$ cat src/hw/rtl/lattice_random_walk_3d_defines.svh
// Assertion macros for the lattice random walk block.
// Used by the top level; expects clk and arst_n in the including scope.
`ifndef LATTICE_RANDOM_WALK_3D_DEFINES_SVH
`define LATTICE_RANDOM_WALK_3D_DEFINES_SVH

// Condition that must hold at every clock edge outside reset.
`define LRW3D_ASSERT_ALWAYS(label, cond, msg) \
	label: assert property (@(posedge clk) disable iff (!arst_n) (cond)) else $error(msg);

// Implication checked in the same cycle.
`define LRW3D_ASSERT_IMPLY(label, ante, cons, msg) \
	label: assert property (@(posedge clk) disable iff (!arst_n) (ante) |-> (cons)) \
		else $error(msg);

`endif

$ cat src/hw/rtl/lrw3d_pkg.sv
// Shared types and constants for the lattice random walk block.
// No dependencies; imported by every other file of the block but the defines header.
package lrw3d_pkg;

	// Coordinate and distance geometry.
	localparam int COORD_BITS     = 16;
	localparam int DIST_FRAC_BITS = 8;
	localparam int NUM_AXES       = 3;
	localparam int UNIFORM_W      = 32;
	localparam int BUCKET_W       = UNIFORM_W + 3;
	localparam int SQ_W           = 2 * COORD_BITS;
	localparam int ROOT_BITS      = COORD_BITS + DIST_FRAC_BITS;
	localparam int REM_W          = ROOT_BITS + 2;
	localparam int RAD_W          = 2 * ROOT_BITS;
	localparam int IT_W           = $clog2(ROOT_BITS);
	localparam int SQ_CNT_W       = $clog2(NUM_AXES + 1);

	// Command queue between front and back.
	localparam int QUEUE_DEPTH = 2;
	localparam int QPTR_W      = (QUEUE_DEPTH > 1) ? $clog2(QUEUE_DEPTH) : 1;
	localparam int QCNT_W      = $clog2(QUEUE_DEPTH + 1);

	typedef logic signed [COORD_BITS-1:0] coord_t;
	typedef logic [SQ_W-1:0]              sq_t;
	typedef logic [ROOT_BITS-1:0]         root_t;

	// Saturation limits; the most negative code is never produced.
	localparam coord_t COORD_MAX   = {1'b0, {(COORD_BITS-1){1'b1}}};
	localparam coord_t COORD_LOW   = -COORD_MAX;
	localparam coord_t COORD_NEVER = {1'b1, {(COORD_BITS-1){1'b0}}};

	typedef enum logic {
		OP_STEP  = 1'b0,
		OP_CLEAR = 1'b1
	} op_t;

	typedef enum logic [1:0] {
		AXIS_X = 2'd0,
		AXIS_Y = 2'd1,
		AXIS_Z = 2'd2
	} axis_t;

	// One classified item as it travels through the queue.
	typedef struct packed {
		logic  clear;
		axis_t axis;
		logic  fwd;
	} cmd_t;

	// Queue status seen by both sides.
	typedef struct packed {
		logic full;
		logic empty;
	} q_stat_t;

	typedef enum logic [1:0] {
		ST_IDLE,
		ST_SQUARE,
		ST_ROOT,
		ST_DONE
	} back_state_t;

endpackage

$ cat src/hw/rtl/lrw3d_in_if.sv
// Input channel of the lattice random walk block: valid/ready plus item fields.
// Depends on lrw3d_pkg.
interface lrw3d_in_if import lrw3d_pkg::*; ();
	logic                 valid;
	logic                 ready;
	logic                 op;
	logic [UNIFORM_W-1:0] uniform;

	modport source (output valid, output op, output uniform, input ready);
	modport sink (input valid, input op, input uniform, output ready);
endinterface

$ cat src/hw/rtl/lrw3d_out_if.sv
// Result channel of the lattice random walk block: valid/ready plus result fields.
// Depends on lrw3d_pkg.
interface lrw3d_out_if import lrw3d_pkg::*; ();
	logic   valid;
	logic   ready;
	coord_t pos_x;
	coord_t pos_y;
	coord_t pos_z;
	sq_t    dist_squared;
	root_t  dist_fixed;

	modport source (output valid, output pos_x, output pos_y, output pos_z,
		output dist_squared, output dist_fixed, input ready);
	modport sink (input valid, input pos_x, input pos_y, input pos_z,
		input dist_squared, input dist_fixed, output ready);
endinterface

$ cat src/hw/rtl/lattice_random_walk_3d.sv
// Lattice random walk, 3D: top level joining front, command queue and back.
// Depends on lrw3d_pkg, the channel interfaces, lrw3d_front, lrw3d_queue,
// lrw3d_back and lattice_random_walk_3d_defines.svh.
//
// Usage: each item on req carries op (step or clear) and a 32-bit uniform
// fraction. A step moves one coordinate by one lattice unit, chosen by the
// bucket floor(6u); a clear returns the walker to the origin. Every item gives
// exactly one result on rsp: the three coordinates, the squared distance and
// the distance with 8 fraction bits, rounded down.
// The back part handles one item at a time: the shared squaring multiplier
// squares the coordinates in turn, then the digit-by-digit square root gives
// one root bit per cycle.
// The front stage and a two-entry queue take up to three further items while
// the back is busy, so req stays ready until they fill.
// Reset clears the position to the origin and empties the queue and the
// result register. When rsp is stalled the result holds in its register, the
// back waits with the next result finished, and req backs up through the queue.
`include "lattice_random_walk_3d_defines.svh"
module lattice_random_walk_3d import lrw3d_pkg::*; (
	input  logic         clk,
	input  logic         arst_n,
	lrw3d_in_if.sink     req,
	lrw3d_out_if.source  rsp
);

	logic    q_push;
	logic    q_pop;
	cmd_t    push_cmd;
	cmd_t    pop_cmd;
	q_stat_t q_stat;
	logic    coord_ok;
	logic    zero_agree;

	// Accepts and classifies items.
	lrw3d_front u_front (
		.clk      (clk),
		.arst_n   (arst_n),
		.req      (req),
		.q_stat   (q_stat),
		.push     (q_push),
		.push_cmd (push_cmd)
	);

	// Decoupling queue.
	lrw3d_queue u_queue (
		.clk      (clk),
		.arst_n   (arst_n),
		.push     (q_push),
		.push_cmd (push_cmd),
		.pop      (q_pop),
		.pop_cmd  (pop_cmd),
		.stat     (q_stat)
	);

	// Position update, distance computation and result register.
	lrw3d_back u_back (
		.clk     (clk),
		.arst_n  (arst_n),
		.q_stat  (q_stat),
		.pop_cmd (pop_cmd),
		.pop     (q_pop),
		.rsp     (rsp)
	);

	// Terms checked below on every result.
	assign coord_ok   = (rsp.pos_x != COORD_NEVER) && (rsp.pos_y != COORD_NEVER) &&
		(rsp.pos_z != COORD_NEVER);
	assign zero_agree = ((rsp.dist_squared == '0) == (rsp.dist_fixed == '0));

	// Queue is never written while full nor read while empty.
	`LRW3D_ASSERT_IMPLY(a_no_overflow, q_push, !q_stat.full, "push into full queue")
	`LRW3D_ASSERT_IMPLY(a_no_underflow, q_pop, !q_stat.empty, "pop from empty queue")
	// Saturation never produces the most negative coordinate code.
	`LRW3D_ASSERT_ALWAYS(a_sat_limit, !rsp.valid || coord_ok, "coordinate below limit")
	// Distance is zero exactly when the squared distance is zero.
	`LRW3D_ASSERT_IMPLY(a_dist_zero, rsp.valid, zero_agree, "distance zero mismatch")

endmodule

$ cat src/hw/rtl/lrw3d_front.sv
// Front part: accepts input items and classifies them into move commands.
// Depends on lrw3d_pkg and lrw3d_in_if.
module lrw3d_front import lrw3d_pkg::*; (
	input  logic         clk,
	input  logic         arst_n,
	lrw3d_in_if.sink     req,
	input  q_stat_t      q_stat,
	output logic         push,
	output cmd_t         push_cmd
);

	logic                cmd_valid_s1;
	cmd_t                cmd_s1;
	cmd_t                cmd_new;
	logic [BUCKET_W-1:0] bucket;
	logic [2:0]          k;
	logic                accept;

	// The stage is free when empty or when its command moves into the queue.
	assign push     = cmd_valid_s1 && !q_stat.full;
	assign push_cmd = cmd_s1;
	assign req.ready = !cmd_valid_s1 || !q_stat.full;
	assign accept   = req.valid && req.ready;

	// Bucket k = floor(6u): the top three bits of 6 * uniform.
	always_comb begin
		bucket = (BUCKET_W'(req.uniform) << 2) + (BUCKET_W'(req.uniform) << 1);
		k      = bucket[BUCKET_W-1 -: 3];
		cmd_new.clear = (req.op == OP_CLEAR);
		cmd_new.axis  = axis_t'(k[2:1]);
		cmd_new.fwd   = k[0];
	end

	// Stage valid flag.
	always_ff @(posedge clk or negedge arst_n) begin
		if (!arst_n) begin
			cmd_valid_s1 <= 1'b0;
		end else if (accept) begin
			cmd_valid_s1 <= 1'b1;
		end else if (push) begin
			cmd_valid_s1 <= 1'b0;
		end
	end

	// Stage payload.
	always_ff @(posedge clk) begin
		if (accept) begin
			cmd_s1 <= cmd_new;
		end
	end

endmodule

$ cat src/hw/rtl/lrw3d_queue.sv
// Short command queue that decouples the front part from the back part.
// Depends on lrw3d_pkg.
module lrw3d_queue import lrw3d_pkg::*; (
	input  logic    clk,
	input  logic    arst_n,
	input  logic    push,
	input  cmd_t    push_cmd,
	input  logic    pop,
	output cmd_t    pop_cmd,
	output q_stat_t stat
);

	cmd_t              entry_q [QUEUE_DEPTH];
	logic [QPTR_W-1:0] wr_ptr_q;
	logic [QPTR_W-1:0] rd_ptr_q;
	logic [QCNT_W-1:0] count_q;

	assign stat.full  = (count_q == QCNT_W'(QUEUE_DEPTH));
	assign stat.empty = (count_q == '0);
	assign pop_cmd    = entry_q[rd_ptr_q];

	// Pointers and fill count.
	always_ff @(posedge clk or negedge arst_n) begin
		if (!arst_n) begin
			wr_ptr_q <= '0;
			rd_ptr_q <= '0;
			count_q  <= '0;
		end else begin
			if (push) begin
				wr_ptr_q <= (wr_ptr_q == QPTR_W'(QUEUE_DEPTH - 1)) ? '0 : wr_ptr_q + 1'b1;
			end
			if (pop) begin
				rd_ptr_q <= (rd_ptr_q == QPTR_W'(QUEUE_DEPTH - 1)) ? '0 : rd_ptr_q + 1'b1;
			end
			if (push && !pop) begin
				count_q <= count_q + 1'b1;
			end else if (pop && !push) begin
				count_q <= count_q - 1'b1;
			end
		end
	end

	// Entry storage.
	always_ff @(posedge clk) begin
		if (push) begin
			entry_q[wr_ptr_q] <= push_cmd;
		end
	end

endmodule

$ cat src/hw/rtl/lrw3d_back.sv
// Back part: applies commands to the position, squares and sums the
// coordinates, takes the fixed-point square root and holds the result.
// Depends on lrw3d_pkg and lrw3d_out_if.
module lrw3d_back import lrw3d_pkg::*; (
	input  logic       clk,
	input  logic       arst_n,
	input  q_stat_t    q_stat,
	input  cmd_t       pop_cmd,
	output logic       pop,
	lrw3d_out_if.source rsp
);

	localparam logic [SQ_CNT_W-1:0] SQ_LAST = SQ_CNT_W'(NUM_AXES);

	back_state_t          state_q, state_d;
	logic                 load_out;
	coord_t               pos_q  [NUM_AXES];
	coord_t               pos_n  [NUM_AXES];
	coord_t               line_q [NUM_AXES];
	coord_t               cur;
	coord_t               stepped;
	logic signed [SQ_W-1:0] sq_signed;
	sq_t                  prod_q;
	sq_t                  acc_q;
	sq_t                  sq_sum;
	logic [SQ_CNT_W-1:0]  sq_cnt_q;
	logic [RAD_W-1:0]     rad_q;
	logic [REM_W-1:0]     rem_q;
	logic [REM_W-1:0]     rem_sh;
	logic [REM_W-1:0]     trial;
	logic [REM_W-1:0]     rem_nx;
	logic                 root_ge;
	root_t                root_q;
	logic [IT_W-1:0]      it_q;
	logic                 rsp_valid_q;
	coord_t               out_x_q, out_y_q, out_z_q;
	sq_t                  out_sq_q;
	root_t                out_dist_q;

	// Next state and sequencing strobes.
	always_comb begin
		state_d  = state_q;
		pop      = 1'b0;
		load_out = 1'b0;
		case (state_q)
			ST_IDLE: begin
				if (!q_stat.empty) begin
					pop     = 1'b1;
					state_d = ST_SQUARE;
				end
			end
			ST_SQUARE: begin
				if (sq_cnt_q == SQ_LAST) begin
					state_d = ST_ROOT;
				end
			end
			ST_ROOT: begin
				if (it_q == '0) begin
					state_d = ST_DONE;
				end
			end
			ST_DONE: begin
				if (!rsp_valid_q || rsp.ready) begin
					load_out = 1'b1;
					state_d  = ST_IDLE;
				end
			end
			default: state_d = ST_IDLE;
		endcase
	end

	// Saturating unit move of the selected coordinate, or a clear.
	always_comb begin
		case (pop_cmd.axis)
			AXIS_X:  cur = pos_q[0];
			AXIS_Y:  cur = pos_q[1];
			AXIS_Z:  cur = pos_q[2];
			default: cur = pos_q[0];
		endcase
		if (pop_cmd.fwd) begin
			stepped = (cur == COORD_MAX) ? cur : cur + coord_t'(1);
		end else begin
			stepped = (cur == COORD_LOW) ? cur : cur - coord_t'(1);
		end
		for (int a = 0; a < NUM_AXES; a++) begin
			pos_n[a] = pos_q[a];
		end
		case (pop_cmd.axis)
			AXIS_X:  pos_n[0] = stepped;
			AXIS_Y:  pos_n[1] = stepped;
			AXIS_Z:  pos_n[2] = stepped;
			default: pos_n[0] = pos_q[0];
		endcase
		if (pop_cmd.clear) begin
			for (int a = 0; a < NUM_AXES; a++) begin
				pos_n[a] = '0;
			end
		end
	end

	// One square per cycle; the sum adds in the product register in the cycle after it is loaded.
	assign sq_signed = line_q[0] * line_q[0];
	assign sq_sum    = acc_q + prod_q;

	// One root bit per cycle, two radicand bits brought down each time.
	always_comb begin
		rem_sh  = {rem_q[REM_W-3:0], rad_q[RAD_W-1 -: 2]};
		trial   = {root_q, 2'b01};
		root_ge = (rem_sh >= trial);
		rem_nx  = root_ge ? (rem_sh - trial) : rem_sh;
	end

	// Control state, position and result valid.
	always_ff @(posedge clk or negedge arst_n) begin
		if (!arst_n) begin
			state_q     <= ST_IDLE;
			sq_cnt_q    <= '0;
			it_q        <= '0;
			rsp_valid_q <= 1'b0;
			for (int a = 0; a < NUM_AXES; a++) begin
				pos_q[a] <= '0;
			end
		end else begin
			state_q <= state_d;
			if (pop) begin
				sq_cnt_q <= '0;
				for (int a = 0; a < NUM_AXES; a++) begin
					pos_q[a] <= pos_n[a];
				end
			end else if (state_q == ST_SQUARE) begin
				sq_cnt_q <= sq_cnt_q + 1'b1;
			end
			if (state_q == ST_SQUARE) begin
				it_q <= IT_W'(ROOT_BITS - 1);
			end else if (state_q == ST_ROOT) begin
				it_q <= it_q - 1'b1;
			end
			if (load_out) begin
				rsp_valid_q <= 1'b1;
			end else if (rsp.ready) begin
				rsp_valid_q <= 1'b0;
			end
		end
	end

	// Datapath registers.
	always_ff @(posedge clk) begin
		if (pop) begin
			for (int a = 0; a < NUM_AXES; a++) begin
				line_q[a] <= pos_n[a];
			end
			prod_q <= '0;
			acc_q  <= '0;
		end else if (state_q == ST_SQUARE) begin
			for (int a = 0; a < NUM_AXES - 1; a++) begin
				line_q[a] <= line_q[a+1];
			end
			line_q[NUM_AXES-1] <= '0;
			prod_q <= sq_t'(sq_signed);
			acc_q  <= sq_sum;
			rad_q  <= RAD_W'(sq_sum) << (2 * DIST_FRAC_BITS);
			rem_q  <= '0;
			root_q <= '0;
		end else if (state_q == ST_ROOT) begin
			rad_q  <= rad_q << 2;
			rem_q  <= rem_nx;
			root_q <= {root_q[ROOT_BITS-2:0], root_ge};
		end
		if (load_out) begin
			out_x_q    <= pos_q[0];
			out_y_q    <= pos_q[1];
			out_z_q    <= pos_q[2];
			out_sq_q   <= acc_q;
			out_dist_q <= root_q;
		end
	end

	assign rsp.valid        = rsp_valid_q;
	assign rsp.pos_x        = out_x_q;
	assign rsp.pos_y        = out_y_q;
	assign rsp.pos_z        = out_z_q;
	assign rsp.dist_squared = out_sq_q;
	assign rsp.dist_fixed   = out_dist_q;

endmodule

$ cat src/flat_wrapper.sv
// flat-port wrapper written by rule: the top's interface ports become plain ports
module lattice_random_walk_3d_flat import lrw3d_pkg::*;
  (clk, arst_n, req_valid, req_op, req_uniform, req_ready, rsp_valid, rsp_pos_x, rsp_pos_y, rsp_pos_z, rsp_dist_squared, rsp_dist_fixed, rsp_ready);
  lrw3d_in_if req_i ();
  lrw3d_out_if rsp_i ();
  input  logic clk;
  input  logic arst_n;
  input wire logic [$bits(req_i.valid)-1:0] req_valid;
  input wire logic [$bits(req_i.op)-1:0] req_op;
  input wire logic [$bits(req_i.uniform)-1:0] req_uniform;
  output wire logic [$bits(req_i.ready)-1:0] req_ready;
  output wire logic [$bits(rsp_i.valid)-1:0] rsp_valid;
  output wire logic [$bits(rsp_i.pos_x)-1:0] rsp_pos_x;
  output wire logic [$bits(rsp_i.pos_y)-1:0] rsp_pos_y;
  output wire logic [$bits(rsp_i.pos_z)-1:0] rsp_pos_z;
  output wire logic [$bits(rsp_i.dist_squared)-1:0] rsp_dist_squared;
  output wire logic [$bits(rsp_i.dist_fixed)-1:0] rsp_dist_fixed;
  input wire logic [$bits(rsp_i.ready)-1:0] rsp_ready;
  assign req_i.valid = req_valid;
  assign req_i.op = req_op;
  assign req_i.uniform = req_uniform;
  assign req_ready = req_i.ready;
  assign rsp_valid = rsp_i.valid;
  assign rsp_pos_x = rsp_i.pos_x;
  assign rsp_pos_y = rsp_i.pos_y;
  assign rsp_pos_z = rsp_i.pos_z;
  assign rsp_dist_squared = rsp_i.dist_squared;
  assign rsp_dist_fixed = rsp_i.dist_fixed;
  assign rsp_i.ready = rsp_ready;
  lattice_random_walk_3d u_core (.clk(clk), .arst_n(arst_n), .req(req_i), .rsp(rsp_i));
endmodule
$ cat config.mk
export PLATFORM = sky130hd
export DESIGN_NAME = lattice_random_walk_3d_flat
export DESIGN_NICKNAME = d
export VERILOG_FILES = /design/src/hw/rtl/lrw3d_pkg.sv /design/src/hw/rtl/lrw3d_in_if.sv /design/src/hw/rtl/lrw3d_out_if.sv /design/src/hw/rtl/lattice_random_walk_3d.sv /design/src/hw/rtl/lrw3d_front.sv /design/src/hw/rtl/lrw3d_queue.sv /design/src/hw/rtl/lrw3d_back.sv /design/src/flat_wrapper.sv
export VERILOG_INCLUDE_DIRS = /design/src /design/src/hw/rtl
export SDC_FILE = /design/constraint.sdc
export NUM_CORES = 1
export LEC_CHECK = 0
export BUFFER_PORTS_ARGS = -buffer_cell sky130_fd_sc_hd__buf_2
export CAP_MARGIN = 20
export CORE_UTILIZATION = 50
export CTS_CLUSTER_SIZE = 25
export DETAILED_ROUTE_END_ITERATION = 10
export PLACE_DENSITY = 0.79
export SLEW_MARGIN = 30
export SYNTH_ARGS = -nofsm -noshare
export SYNTH_HDL_FRONTEND = slang
export SYNTH_SLANG_ARGS = --single-unit
$ cat constraint.sdc
create_clock -name clk -period 9.1 [get_ports clk]
set_clock_uncertainty 0.05 [all_clocks]
set_input_delay 0 -clock clk [delete_from_list [all_inputs] [get_ports clk]]
set_output_delay 0 -clock clk [all_outputs]
set_load 0.005 [all_outputs]
==> PnR_summary.wiki <==
{| class="wikitable"
! Metric !! Value
|-
| Total routing usage reported by global routing || 23.2%
|-
| Max cap viols || 0
|-
| Top FF cell, synth || sky130_fd_sc_hd__edfxtp_1
|-
| Share of layout cells above drive strength 1 || 9.18%
|-
| Total met2 wirelength after detailed routing || 31.5 mm
|-
| Number of distinct library cells after synthesis || 77
|-
| Number of levels in the clock H-tree || 2
|-
| Type of origin of the critical path || flip-flop
|-
| Via density per instance || 5.62
|-
| Num CTS Buffers || 39
|-
| R2r worst-path depth || 23
|-
| Hold path start || req_op
|-
| Hold bufs inserted after CTS || 7
|-
| Result of the run || complete, no violations
|-
| PortBufs || 142
|-
| Global route overflow || 0
|-
| Number of setup buffers added after CTS || 0
|-
| Final Hold Slack || 0.118 ns
|-
| Detailed-placement wirelength estimate || 46.7 mm
|-
| Reg-to-Reg Start || u_core.u_back.line_q[0][6]$_DFFE_PP_
|-
| Number of cells on the worst hold path || 2
|-
| Area occupied by registers || 10,200 um^2
|-
| Required time of the worst setup path || 9.56 ns
|-
| Actual slew at the worst max-slew pin || 0.919 ns
|-
| Placeable core area || 53,900 um^2
|-
| Setup TNS || 0 ns
|-
| Peak clock frequency supported by timing || 133 MHz
|-
| Post-CTS resize count || 0
|-
| Placed cell areas || 28,600 um^2
|-
| Detailed-routed wire length on met3 || 3.62 mm
|-
| CTS clk-pin slew, worst paths || 0.06 ns
|-
| Sink count of the clock tree || 370
|-
| Number of filler instances in the final layout || 4,450
|-
| Portion of the post-synthesis area used by sequential elements || 37.2%
|-
| Largest net degree at the start of global routing || 77
|-
| Initial antenna violation count || 1
|-
| Startpoint-to-endpoint class of the critical path || flip-flop to flip-flop
|-
| Element type at the critical path end || flip-flop
|-
| Root buffer cell || sky130_fd_sc_hd__clkbuf_16
|-
| Most frequent cells in the layout || 423 x sky130_fd_sc_hd__inv_1, 244 x sky130_fd_sc_hd__edfxtp_1, 242 x sky130_fd_sc_hd__nand2_1
|-
| Residual DRC count || 0
|-
| Worst reg2reg setup slack || 1.56 ns
|-
| Final estimated routing congestion in global placement || 0.954
|-
| Leading cell type in the layout, fill and taps excluded || sky130_fd_sc_hd__inv_1
|-
| Final setup vio count || 0
|-
| Multi-input combinational cell area || 15,200 um^2
|-
| Number of pins with negative max-slew slack in the final report || 0
|-
| Synthesized area per cell || 10.1 um^2
|-
| Max clock buf depth || 3
|-
| Die H || 236 um
|-
| Post-DR wirelength/cell || 17.9 um
|-
| Post-synthesis register bit count || 370
|-
| Starting density of the core || 50.6%
|-
| Top-Level Pins || 143
|-
| Synth-to-Final Area Change || 10.3%
|-
| Net count after synthesis || 3,167
|-
| Final worst-path cycle share || 82.9%
|-
| Synthesis warning total || 0
|-
| Number of global-route vias before repair || 20,500
|-
| Wire length of the first global-routing pass || 105 mm
|-
| DRC marker count from the first detailed-route iteration || 1,742
|-
| Placement row count || 85
|-
| Hold WC Path Type || input pin to flip-flop
|-
| Number of synthesized flops with an enable pin || 244
|-
| Iteration count of the initial detailed-routing pass || 6
|-
| Count of final hold-check violations || 0
|-
| Arrival @ worst endpoint || 8.00 ns
|-
| Final Cell Area || 30,100 um^2
|-
| Clock latency on the worst-skew pair || 0.57 ns
|-
| Unrepaired setup endpoints after global routing || false
|-
| Clock tree from TritonCTS || done
|-
| Detail Route Antenna Nets || 0
|-
| Shortest period the worst path allows || 7.54 ns
|-
| Overall die width || 236 um
|-
| Final routed wirelength across all metal layers || 63.3 mm
|-
| Netlist Area Pre-Place || 27,300 um^2
|-
| Share of synthesized registers carrying an async set or reset || 17.0%
|-
| Full die area || 55,500 um^2
|-
| Nets@finish || 3,277
|-
| Detailed-route via count || 19,900
|-
| Routed length on met1 || 26.8 mm
|-
| Beginning of the critical path || u_core.u_back.line_q[0][6]$_DFFE_PP_
|-
| Uppermost layer routed || met4
|-
| Worst r2r dst || u_core.u_back.prod_q[29]$_SDFFE_PP0P_
|-
| Hold Crit Endpoint || u_core.u_front.push_cmd[3]$_DFFE_PP_
|-
| Post-synthesis cell count || 2,703
|-
| Worst relative slew slack || 38.7%
|-
| CP max FO || 18
|}
==> synth_stat cells (all sizes together) (26+ instances only) <==
cell | n | area, um^2
dfrtp | 63 | 1580
fa | 233 | 4660
nand3 | 35 | 175
o21ai | 166 | 835
ha | 194 | 2430
xnor2 | 75 | 657
a21oi | 128 | 648
nand2 | 243 | 912
mux2i | 51 | 510
clkbuf | 71 | 267
dfxtp | 63 | 1260
a21o | 58 | 435
nor2 | 214 | 806
inv | 423 | 1590
nor3 | 29 | 150
edfxtp | 244 | 7330
and2 | 46 | 288
a22oi | 26 | 200
==> state kept, by name, summed over array words and instances, names as in the netlist, 2 cells and up <==
name,count
u_core.u_back.acc_q,32
u_core.u_back.it_q,5
u_core.u_back.line_q,48
u_core.u_back.pos_q,48
u_core.u_back.prod_q,31
u_core.u_back.rad_q,32
u_core.u_back.rem_q,24
u_core.u_back.root_q,24
u_core.u_back.rsp.dist_fixed,24
u_core.u_back.rsp.dist_squared,32
u_core.u_back.rsp.pos_x,16
u_core.u_back.rsp.pos_y,16
u_core.u_back.rsp.pos_z,16
u_core.u_back.sq_cnt_q,2
u_core.u_back.state_q,2
u_core.u_front.push_cmd,4
u_core.u_queue.count_q,2
u_core.u_queue.entry_q,8
==> worst max-delay path: stages (launching register included) <==
cell	delay, ns
sky130_fd_sc_hd__edfxtp_1	0.85
sky130_fd_sc_hd__and2_1	0.27
sky130_fd_sc_hd__inv_1	0.07
sky130_fd_sc_hd__fa_1	0.50
sky130_fd_sc_hd__inv_1	0.06
sky130_fd_sc_hd__fa_1	0.50
sky130_fd_sc_hd__inv_1	0.05
sky130_fd_sc_hd__fa_1	0.47
sky130_fd_sc_hd__inv_1	0.05
sky130_fd_sc_hd__fa_1	0.50
sky130_fd_sc_hd__fa_1	0.54
sky130_fd_sc_hd__inv_1	0.06
sky130_fd_sc_hd__fa_1	0.54
sky130_fd_sc_hd__inv_1	0.05
sky130_fd_sc_hd__ha_1	0.35
sky130_fd_sc_hd__a21o_1	0.23
sky130_fd_sc_hd__a2111oi_0	0.60
sky130_fd_sc_hd__o21ai_0	0.25
sky130_fd_sc_hd__o211a_1	0.26
sky130_fd_sc_hd__nor4b_1	0.41
sky130_fd_sc_hd__o21bai_1	0.17
sky130_fd_sc_hd__a2111oi_0	0.50
sky130_fd_sc_hd__a31oi_1	0.08
sky130_fd_sc_hd__nand2_1	0.08
==> cell type report <==
cell class	count	share of cell area, %
multi-input cells	1811	50.4
flip-flops and latches	370	33.8
inverters	427	5.32
clock buffers	46	3.36
repair buffers	164	2.97
well taps	696	2.89
clock inverters	25	1.27
diodes	1	0.00831
==> routing by layer <==
| metal | vias to the layer above | GRT usage [%] |
|---|---|---|
| met5 | - | 0 |
| met4 | 0 | 6.16 |
| met3 | 100 | 3.44 |
| met2 | 694 | 40.4 |
| li1 | 9319 | - |
| met1 | 9782 | 30.3 |
==> logic make-up (layout without fill, tap and decap cells) <==
kind of cell,Yosys count,count (layout),share of synthesized area (%)
buffers and inverters,522,662,7.31
xor gates and xnor gates,99,99,3.18
adders and majority gates,427,427,26.0
muxes,58,58,2.17
AOI/OAI and AO/OA,539,539,12.5
and+or+nand+nor,688,688,11.6
DFF,370,370,37.2
other,0,1,0
==> through the flow <==
| stage | setup WS [ns] | util [%] | std cells |
|---|---|---|---|
| 5_1_grt | 1.04 | 55.8 | 3539 |
| 3_3_place_gp | 1.61 | 53.1 | 3461 |
| 2_1_floorplan | 2.46 | - | 2703 |
| 6_report | 1.56 | 55.8 | 3540 |
| 4_1_cts | 1.56 | 55.8 | 3539 |
| 3_5_place_dp | 1.57 | 53.1 | 3461 |
==> worst max-delay path by stage <==
stage               cells past startpoint                               endpoint
floorplan                              22  u_core.u_back.prod_q[31]$_SDFFE_PP0P_
global placement                       22  u_core.u_back.prod_q[31]$_SDFFE_PP0P_
detailed placement                     22  u_core.u_back.prod_q[29]$_SDFFE_PP0P_
CTS                                    22  u_core.u_back.prod_q[29]$_SDFFE_PP0P_
global route                           24  u_core.u_back.prod_q[29]$_SDFFE_PP0P_
finish                                 23  u_core.u_back.prod_q[29]$_SDFFE_PP0P_
Power is left out: the tool's default activity adds up to more than one toggle a clock period on the data nets, which glitch-free logic cannot reach.
